**config.mk**
```make
export PLATFORM = sky130hd
export DESIGN_NAME = timed_pin_event_sequencer_core
export DESIGN_NICKNAME = d
export VERILOG_FILES = /design/src/design/tpes_pkg.sv /design/src/design/tpes_ctrl.sv /design/src/design/tpes_dp.sv /design/src/design/timed_pin_event_sequencer_core.sv
export SDC_FILE = /design/constraint.sdc
export NUM_CORES = 1
export LEC_CHECK = 0
export BUFFER_PORTS_ARGS = -buffer_cell sky130_fd_sc_hd__buf_2
export CAP_MARGIN = 40
export CELL_PAD_IN_SITES_DETAIL_PLACEMENT = 0
export CELL_PAD_IN_SITES_GLOBAL_PLACEMENT = 2
export CORE_MARGIN = 2
export CORE_UTILIZATION = 48
export CTS_BUF_LIST = sky130_fd_sc_hd__clkbuf_16
export DETAILED_ROUTE_END_ITERATION = 8
export PLACE_DENSITY = 0.83
export SLEW_MARGIN = 20
export SYNTH_ARGS = -nofsm -noshare
export SYNTH_HDL_FRONTEND = slang
export SYNTH_SLANG_ARGS = --single-unit
```
**constraint.sdc**
```tcl
create_clock -name clk -period 6.5 [get_ports clk]
set_input_delay 0.975 -clock clk [delete_from_list [all_inputs] [get_ports clk]]
set_output_delay 0.975 -clock clk [all_outputs]
set_load 0.02 [all_outputs]
```
**src/design/tpes_pkg.sv**
```systemverilog
// tpes_pkg: shared types, constants and helpers for the timed pin event sequencer
// no dependencies; imported by tpes_ctrl, tpes_dp and timed_pin_event_sequencer_core

package tpes_pkg;

	// list capacity and pin number width kept per event
	localparam int MAX_EVENTS = 16;
	localparam int PIN_BITS   = 6;

	// fixed field widths
	localparam int KIND_W  = 2;
	localparam int PIN_W   = 6;
	localparam int TIME_W  = 32;
	localparam int LEVEL_W = 8;
	localparam int DRIVE_W = 2;

	// derived widths
	localparam int IDX_W      = (MAX_EVENTS > 1) ? $clog2(MAX_EVENTS) : 1;
	localparam int CNT_W      = $clog2(MAX_EVENTS + 1);
	localparam int PIN_KEEP_W = (PIN_BITS < PIN_W) ? PIN_BITS : PIN_W;

	// configuration port
	localparam int PADDR_W = 3;
	localparam int PDATA_W = 32;
	localparam logic REG_REPEAT  = 1'b0;
	localparam logic REG_DEFAULT = 1'b1;

	// input word kinds
	localparam logic [KIND_W-1:0] KIND_APPEND = 2'd0;
	localparam logic [KIND_W-1:0] KIND_START  = 2'd1;
	localparam logic [KIND_W-1:0] KIND_TICK   = 2'd2;
	localparam logic [KIND_W-1:0] KIND_STOP   = 2'd3;

	// drive codes
	localparam logic [DRIVE_W-1:0] DRIVE_LOW  = 2'd0;
	localparam logic [DRIVE_W-1:0] DRIVE_HIGH = 2'd1;
	localparam logic [DRIVE_W-1:0] DRIVE_PWM  = 2'd2;

	localparam logic [LEVEL_W-1:0] LEVEL_FULL = 8'hFF;

	// controller to datapath commands
	typedef struct packed {
		logic append;
		logic start;
		logic tick;
		logic stop;
		logic fire;
		logic walk;
	} tpes_cmd_t;

	// datapath to controller status
	typedef struct packed {
		logic running;
		logic full;
		logic count_zero;
		logic due;
		logic fire_final;
		logic walk_final;
		logic repeat_en;
		logic out_free;
	} tpes_stat_t;

	// drive mode from a level
	function automatic logic [DRIVE_W-1:0] drive_of(input logic [LEVEL_W-1:0] lvl);
		logic [DRIVE_W-1:0] d;
		if (lvl == '0)
			d = DRIVE_LOW;
		else if (lvl == LEVEL_FULL)
			d = DRIVE_HIGH;
		else
			d = DRIVE_PWM;
		return d;
	endfunction

endpackage

```
**src/design/tpes_ctrl.sv**
```systemverilog
// tpes_ctrl: sequencing state machine for the timed pin event sequencer
// depends on tpes_pkg; drives tpes_dp through command and status structs

module tpes_ctrl
	import tpes_pkg::*;
(
	input  logic              clk,
	input  logic              arst_n,
	input  logic              in_valid,
	output logic              in_stall,
	input  logic [KIND_W-1:0] kind,
	input  tpes_stat_t        stat,
	output tpes_cmd_t         cmd
);

	localparam logic [1:0] ST_IDLE  = 2'd0;
	localparam logic [1:0] ST_CHECK = 2'd1;
	localparam logic [1:0] ST_FIRE  = 2'd2;
	localparam logic [1:0] ST_WALK  = 2'd3;

	logic [1:0] state_q;
	logic [1:0] state_d;
	logic       accept;

	// words are taken only between operations
	assign in_stall = (state_q != ST_IDLE);
	assign accept   = in_valid && !in_stall;

	// next state and commands
	always_comb begin
		state_d = state_q;
		cmd     = '0;
		unique case (state_q)
			ST_IDLE: begin
				if (accept) begin
					unique case (kind)
						KIND_APPEND: cmd.append = !stat.running && !stat.full;
						KIND_START:  cmd.start  = !stat.count_zero;
						KIND_TICK: begin
							if (stat.running) begin
								cmd.tick = 1'b1;
								state_d  = ST_CHECK;
							end
						end
						KIND_STOP: begin
							cmd.stop = 1'b1;
							if (!stat.count_zero)
								state_d = ST_WALK;
						end
						default: state_d = ST_IDLE;
					endcase
				end
			end
			ST_CHECK: begin
				state_d = stat.due ? ST_FIRE : ST_IDLE;
			end
			ST_FIRE: begin
				if (stat.out_free) begin
					cmd.fire = 1'b1;
					state_d  = (stat.fire_final && !stat.repeat_en) ? ST_WALK : ST_IDLE;
				end
			end
			ST_WALK: begin
				if (stat.out_free) begin
					cmd.walk = 1'b1;
					if (stat.walk_final)
						state_d = ST_IDLE;
				end
			end
			default: state_d = ST_IDLE;
		endcase
	end

	// state register
	always_ff @(posedge clk or negedge arst_n) begin
		if (!arst_n)
			state_q <= ST_IDLE;
		else
			state_q <= state_d;
	end

endmodule

```
**src/design/tpes_dp.sv**
```systemverilog
// tpes_dp: event store, counters, timer, configuration registers and output word
// depends on tpes_pkg; commanded by tpes_ctrl

module tpes_dp
	import tpes_pkg::*;
(
	input  logic               clk,
	input  logic               arst_n,
	input  tpes_cmd_t          cmd,
	output tpes_stat_t         stat,
	input  logic [PIN_W-1:0]   pin,
	input  logic [TIME_W-1:0]  event_time,
	input  logic [LEVEL_W-1:0] event_level,
	input  logic               psel,
	input  logic               penable,
	input  logic               pwrite,
	input  logic [PADDR_W-1:0] paddr,
	input  logic [PDATA_W-1:0] pwdata,
	output logic [PDATA_W-1:0] prdata,
	output logic               pready,
	output logic               out_valid,
	input  logic               out_stall,
	output logic [PIN_W-1:0]   pin_res,
	output logic [LEVEL_W-1:0] level,
	output logic [DRIVE_W-1:0] drive,
	output logic               is_end_write,
	output logic               last
);

	// event store, reset undefined
	logic [PIN_KEEP_W-1:0] ev_pin_q   [MAX_EVENTS];
	logic [TIME_W-1:0]     ev_time_q  [MAX_EVENTS];
	logic [LEVEL_W-1:0]    ev_level_q [MAX_EVENTS];

	logic [CNT_W-1:0]   count_q;
	logic [CNT_W-1:0]   next_q;
	logic [CNT_W-1:0]   walk_q;
	logic               running_q;
	logic [TIME_W-1:0]  elapsed_q;
	logic               repeat_q;
	logic [LEVEL_W-1:0] default_q;

	logic               out_valid_q;
	logic [PIN_W-1:0]   pin_res_q;
	logic [LEVEL_W-1:0] level_q;
	logic               end_write_q;
	logic               last_q;

	logic [CNT_W-1:0]   next_inc;
	logic [CNT_W-1:0]   walk_inc;
	logic [IDX_W-1:0]   next_idx;
	logic [IDX_W-1:0]   walk_idx;
	logic               cfg_write;

	assign next_inc = next_q + CNT_W'(1);
	assign walk_inc = walk_q + CNT_W'(1);
	assign next_idx = next_q[IDX_W-1:0];
	assign walk_idx = walk_q[IDX_W-1:0];

	// status back to the controller
	assign stat.running    = running_q;
	assign stat.full       = (count_q >= CNT_W'(MAX_EVENTS));
	assign stat.count_zero = (count_q == '0);
	assign stat.due        = (next_q < count_q) && (ev_time_q[next_idx] <= elapsed_q);
	assign stat.fire_final = (next_inc >= count_q);
	assign stat.walk_final = (walk_inc >= count_q);
	assign stat.repeat_en  = repeat_q;
	assign stat.out_free   = !out_valid_q || !out_stall;

	// configuration registers
	assign pready    = 1'b1;
	assign cfg_write = psel && penable && pwrite;

	always_ff @(posedge clk or negedge arst_n) begin
		if (!arst_n) begin
			repeat_q  <= 1'b0;
			default_q <= '0;
		end else if (cfg_write) begin
			if (paddr[2] == REG_REPEAT)
				repeat_q <= pwdata[0];
			else
				default_q <= pwdata[LEVEL_W-1:0];
		end
	end

	always_comb begin
		if (paddr[2] == REG_REPEAT)
			prdata = PDATA_W'(repeat_q);
		else
			prdata = PDATA_W'(default_q);
	end

	// event store writes
	always_ff @(posedge clk) begin
		if (cmd.append) begin
			ev_pin_q[count_q[IDX_W-1:0]]   <= pin[PIN_KEEP_W-1:0];
			ev_time_q[count_q[IDX_W-1:0]]  <= event_time;
			ev_level_q[count_q[IDX_W-1:0]] <= event_level;
		end
	end

	// list pointers, run flag and millisecond timer
	always_ff @(posedge clk or negedge arst_n) begin
		if (!arst_n) begin
			count_q   <= '0;
			next_q    <= '0;
			walk_q    <= '0;
			running_q <= 1'b0;
			elapsed_q <= '0;
		end else begin
			if (cmd.append)
				count_q <= count_q + CNT_W'(1);
			if (cmd.start) begin
				running_q <= 1'b1;
				next_q    <= '0;
				elapsed_q <= '0;
			end
			if (cmd.tick && (elapsed_q != '1))
				elapsed_q <= elapsed_q + TIME_W'(1);
			if (cmd.stop) begin
				running_q <= 1'b0;
				next_q    <= '0;
				elapsed_q <= '0;
				walk_q    <= '0;
			end
			if (cmd.fire) begin
				if (!stat.fire_final) begin
					next_q <= next_inc;
				end else begin
					next_q    <= '0;
					elapsed_q <= '0;
					if (!repeat_q) begin
						running_q <= 1'b0;
						walk_q    <= '0;
					end
				end
			end
			if (cmd.walk)
				walk_q <= walk_inc;
		end
	end

	// output word valid
	always_ff @(posedge clk or negedge arst_n) begin
		if (!arst_n)
			out_valid_q <= 1'b0;
		else if (cmd.fire || cmd.walk)
			out_valid_q <= 1'b1;
		else if (!out_stall)
			out_valid_q <= 1'b0;
	end

	// output word payload
	always_ff @(posedge clk) begin
		if (cmd.fire) begin
			pin_res_q   <= PIN_W'(ev_pin_q[next_idx]);
			level_q     <= ev_level_q[next_idx];
			end_write_q <= 1'b0;
			last_q      <= !(stat.fire_final && !repeat_q);
		end else if (cmd.walk) begin
			pin_res_q   <= PIN_W'(ev_pin_q[walk_idx]);
			level_q     <= default_q;
			end_write_q <= 1'b1;
			last_q      <= stat.walk_final;
		end
	end

	assign out_valid    = out_valid_q;
	assign pin_res      = pin_res_q;
	assign level        = level_q;
	assign drive        = drive_of(level_q);
	assign is_end_write = end_write_q;
	assign last         = last_q;

endmodule

```
**src/design/timed_pin_event_sequencer_core.sv**
```systemverilog
// Timed pin event sequencer. Append words store up to MAX_EVENTS events (pin, time,
// level) while the sequence is not running; a start word rewinds and runs it, each
// tick word advances the millisecond timer and fires at most one due event as a pin
// write, and a stop word (or the last event without repeat) ends the run with one
// default-level write per stored event. Append, start and an empty stop complete in the
// idle state; a tick passes through a check state, and a fire state when an event is
// due; a stop walks the stored events, whose end writes leave one a cycle through the
// single output register unless the output side stalls. The next input word is
// accepted once the controller is back in idle, while the last result may still wait
// in the output register.
// depends on tpes_pkg, tpes_ctrl and tpes_dp

module timed_pin_event_sequencer_core
	import tpes_pkg::*;
(
	input  logic               clk,
	input  logic               arst_n,
	input  logic               in_valid,
	output logic               in_stall,
	input  logic [KIND_W-1:0]  kind,
	input  logic [PIN_W-1:0]   pin,
	input  logic [TIME_W-1:0]  event_time,
	input  logic [LEVEL_W-1:0] event_level,
	input  logic               psel,
	input  logic               penable,
	input  logic               pwrite,
	input  logic [PADDR_W-1:0] paddr,
	input  logic [PDATA_W-1:0] pwdata,
	output logic [PDATA_W-1:0] prdata,
	output logic               pready,
	output logic               out_valid,
	input  logic               out_stall,
	output logic [PIN_W-1:0]   pin_res,
	output logic [LEVEL_W-1:0] level,
	output logic [DRIVE_W-1:0] drive,
	output logic               is_end_write,
	output logic               last
);

	tpes_cmd_t  cmd;
	tpes_stat_t stat;

	// controller
	tpes_ctrl u_ctrl (
		.clk      (clk),
		.arst_n   (arst_n),
		.in_valid (in_valid),
		.in_stall (in_stall),
		.kind     (kind),
		.stat     (stat),
		.cmd      (cmd)
	);

	// datapath
	tpes_dp u_dp (
		.clk          (clk),
		.arst_n       (arst_n),
		.cmd          (cmd),
		.stat         (stat),
		.pin          (pin),
		.event_time   (event_time),
		.event_level  (event_level),
		.psel         (psel),
		.penable      (penable),
		.pwrite       (pwrite),
		.paddr        (paddr),
		.pwdata       (pwdata),
		.prdata       (prdata),
		.pready       (pready),
		.out_valid    (out_valid),
		.out_stall    (out_stall),
		.pin_res      (pin_res),
		.level        (level),
		.drive        (drive),
		.is_end_write (is_end_write),
		.last         (last)
	);

endmodule
```
==> results.yml <==
routing:
  drt-vias-per-instance: 5.88
  drt_iter0_drc: 1519
  wl_um: 74100
  drcViolationCount: 0
  drtAntennaViolNets: 0
  vias: 16400
  firstDrtPassIters: 5
  post_drt_wl_per_cell_um: 26.6
pwr:
  leakage_nw: 12.3
  total_power_mw: 13.9
  power-per-cell-area_nw_per_um2: 365
  ir_worst_vdd_mv: 0.206
finish:
  drive_above_1_share_pct: 31.4
  fin_cells: 2787
  fin_util_pct: 55.4
  design_area_um2: 38100
  nets: 1930
  syn2layout_area_growth_pct: 13.7
floorplanning:
  fp-row-count: 96
  start_util_pct: 48.7
  die_y_um: 268
  die_width_um: 268
  core_um2: 68800
  die-area_um2: 71900
  ios: 143
timing:
  hold_viol: 0
  setup_viol: 0
  holdWs_ns: 0.249
  rsz0062_at_grt: "no"
  fin_crit_sh_pct: 65.9
  worstMarginPinSlew_ns: 0.850
  relSlewSlack_pct: 43.4
  drv_slew: 0
  max_freq_ghz: 0.233
  tns_ns: 0
  min_period_ns: 4.29
  clock_skew_ns: 0.0223
  fin_ws_ns: 2.21
run_status:
  status: "finished, final reports clean"
setup_path:
  slowest_delay_ns: 0.85
  cp_cell_sequence: "buf_12 > mux4_2 > mux4_2 > ha_1 > a21oi_1 > nor2_1 > a211oi_1 > o41ai_1 > nor4_1 > o2bb2ai_1"
  critPathArrivalTime_ns: 4.84
  slowest_stage: "dfrtp_4"
  crit_family: "multiplexers"
  cp.buffers_inverters: 1
  cp.required_ns: 7.06
  critPathMostFrequentCell: "mux4_2"
  critPathLaunchType: "register"
  critPathMaxFanout: 46
  crit_type: "register to register"
  worstSetupEndpointType: "register"
synth:
  synthCells: 1633
  synth_area_leader_cell: "edfxtp_1"
  synth_area_leaders: "edfxtp_1 67%, mux4_2 17%, dfrtp_1 4.5%"
  ys_ff_latch: 812
  synthesis.area_um2: 33500
  synth.most_common_cell: "edfxtp_1"
  ys_seq_area_share_pct: 71.8
  ys_top_cells_by_count: "751 x edfxtp_1, 260 x mux4_2, 64 x nand2_1"
  synthDominantCellAreaShare_pct: 67.3
  yosys_warnings: 0
  async_flop_share_pct: 7.39
  syn_avg_cell_area_um2: 20.5
  ys_types: 69
  synthFlopType: "edfxtp_1"
  synth_edf_count: 751
cts:
  clock_sinks: 812
  cts_buffers: 85
  clock-root-buffer: "clkbuf_16"
  clkTransAtPathRegs_ns: 0.06
  cts_tree: "built"
  clockBufferDepth: 3
  htreeDepth: 3
  cts.repair.resized: 0
  clock_latency_ns: 0.63
  hold_buffers: 0
  postCtsSetupBuffers: 0
global_route:
  grt_start_max_net_pins: 79
  antenna_found_initial: 4
  overflow: 0
  grt_pass1_wl_um: 110000
  grtUsageTotal_pct: 21.2
  grt_pass1_vias: 16700
placement:
  gp_congestion: 0.811
  dp.cells: 2626
  place_area_um2: 35300
  place_ws_ns: 1.79
  portBuffers: 91
  post-dp-hpwl_um: 43000
min_path:
  hold_path_class: "input port to asynchronous set/reset pin"
run:
  maxCapViolations: 0
cells in the final DEF (no fill, tap or decap), types with 29 or more instances in the layout:
| cell | instances |
|---|---|
| buf_2 | 92 |
| buf_4 | 30 |
| clkbuf_16 | 85 |
| dfrtp_1 | 56 |
| edfxtp_1 | 751 |
| ha_1 | 54 |
| inv_1 | 64 |
| mux4_2 | 260 |
| nand2_1 | 64 |
| nand3_1 | 29 |
logic make-up after synthesis:
| group | after synthesis | synth area share (%) |
|---|---|---|
| flip-flops | 812 | 71.8 |
| multiplexers | 286 | 18.3 |
| AND/OR/NAND/NOR | 230 | 3.61 |
| buffers and inverters | 144 | 2.00 |
| AO/OA/AOI/OAI | 91 | 1.81 |
| adder cells (fa/ha/maj) | 54 | 2.02 |
| XOR/XNOR | 14 | 0.366 |
| other | 2 | 0.0224 |
state kept, by name (all words and copies together), names as in the netlist:
name	flops
u_dp.ev_time_q	512
u_dp.ev_level_q	128
u_dp.ev_pin_q	96
u_dp.elapsed_q	32
u_dp.default_q	8
u_dp.level	8
u_dp.pin_res	6
u_dp.count_q	5
u_dp.next_q	5
u_dp.walk_q	5
u_ctrl.state_q	2
u_dp.is_end_write	1
u_dp.last	1
u_dp.out_valid	1
u_dp.repeat_q	1
u_dp.running_q	1
final timing paths:
path	startpoint	to	slack (ns)	cells after the start
worst min-delay path	arst_n	u_dp.repeat_q$_DFFE_PN0P_	0.25	2
max in group asynchronous	arst_n	u_dp.next_q[2]$_DFFE_PN0P_	5.74	3
worst min register to register	u_dp.is_end_write$_SDFFE_PP0P_	u_dp.is_end_write$_SDFFE_PP0P_	0.47	2
worst max register to register	u_dp.next_q[0]$_DFFE_PN0P_	u_ctrl.state_q[1]$_DFFE_PN0P_	2.21	10
worst max-delay path	u_dp.next_q[0]$_DFFE_PN0P_	u_ctrl.state_q[1]$_DFFE_PN0P_	2.21	10
min in group clk	u_dp.is_end_write$_SDFFE_PP0P_	u_dp.is_end_write$_SDFFE_PP0P_	0.47	2
where the power goes:
group	internal (mW)	switching (mW)	total [mW]	leakage, nW
sequential	5.89	0.176	6.07	7.56
combinational	1.54	1.58	3.11	3.38
clock	2.75	1.97	4.73	1.40
layer usage:
metal	global-route usage, %	part of all wire (%)	vias up	wire (µm)
met5	0	0.063	-	47
met2	34.3	50	568	36900
met3	3.54	6.2	112	4600
met1	30.0	42	8654	30900
li1	-	-	7033	-
met4	5.95	2.2	8	1610
final cells by class:
cell class,count,area [µm²]
fillers,5173,30700
flip-flops and latches,812,24100
multi-input cells,700,8880
clock buffers,85,2130
well taps,931,1160
repair buffers,139,1050
clock inverters,71,606
inverters,48,180
diodes,1,2.50
worst reg2reg max path, cell delays in order, from the launching register on:
cell       delay, ns
dfrtp_4         0.85
buf_12          0.46
mux4_2          0.59
mux4_2          0.54
ha_1            0.32
a21oi_1         0.15
nor2_1          0.06
a211oi_1        0.29
o41ai_1         0.16
nor4_1          0.60
o2bb2ai_1       0.19
Note: power is estimated with default switching activity, not from simulation.
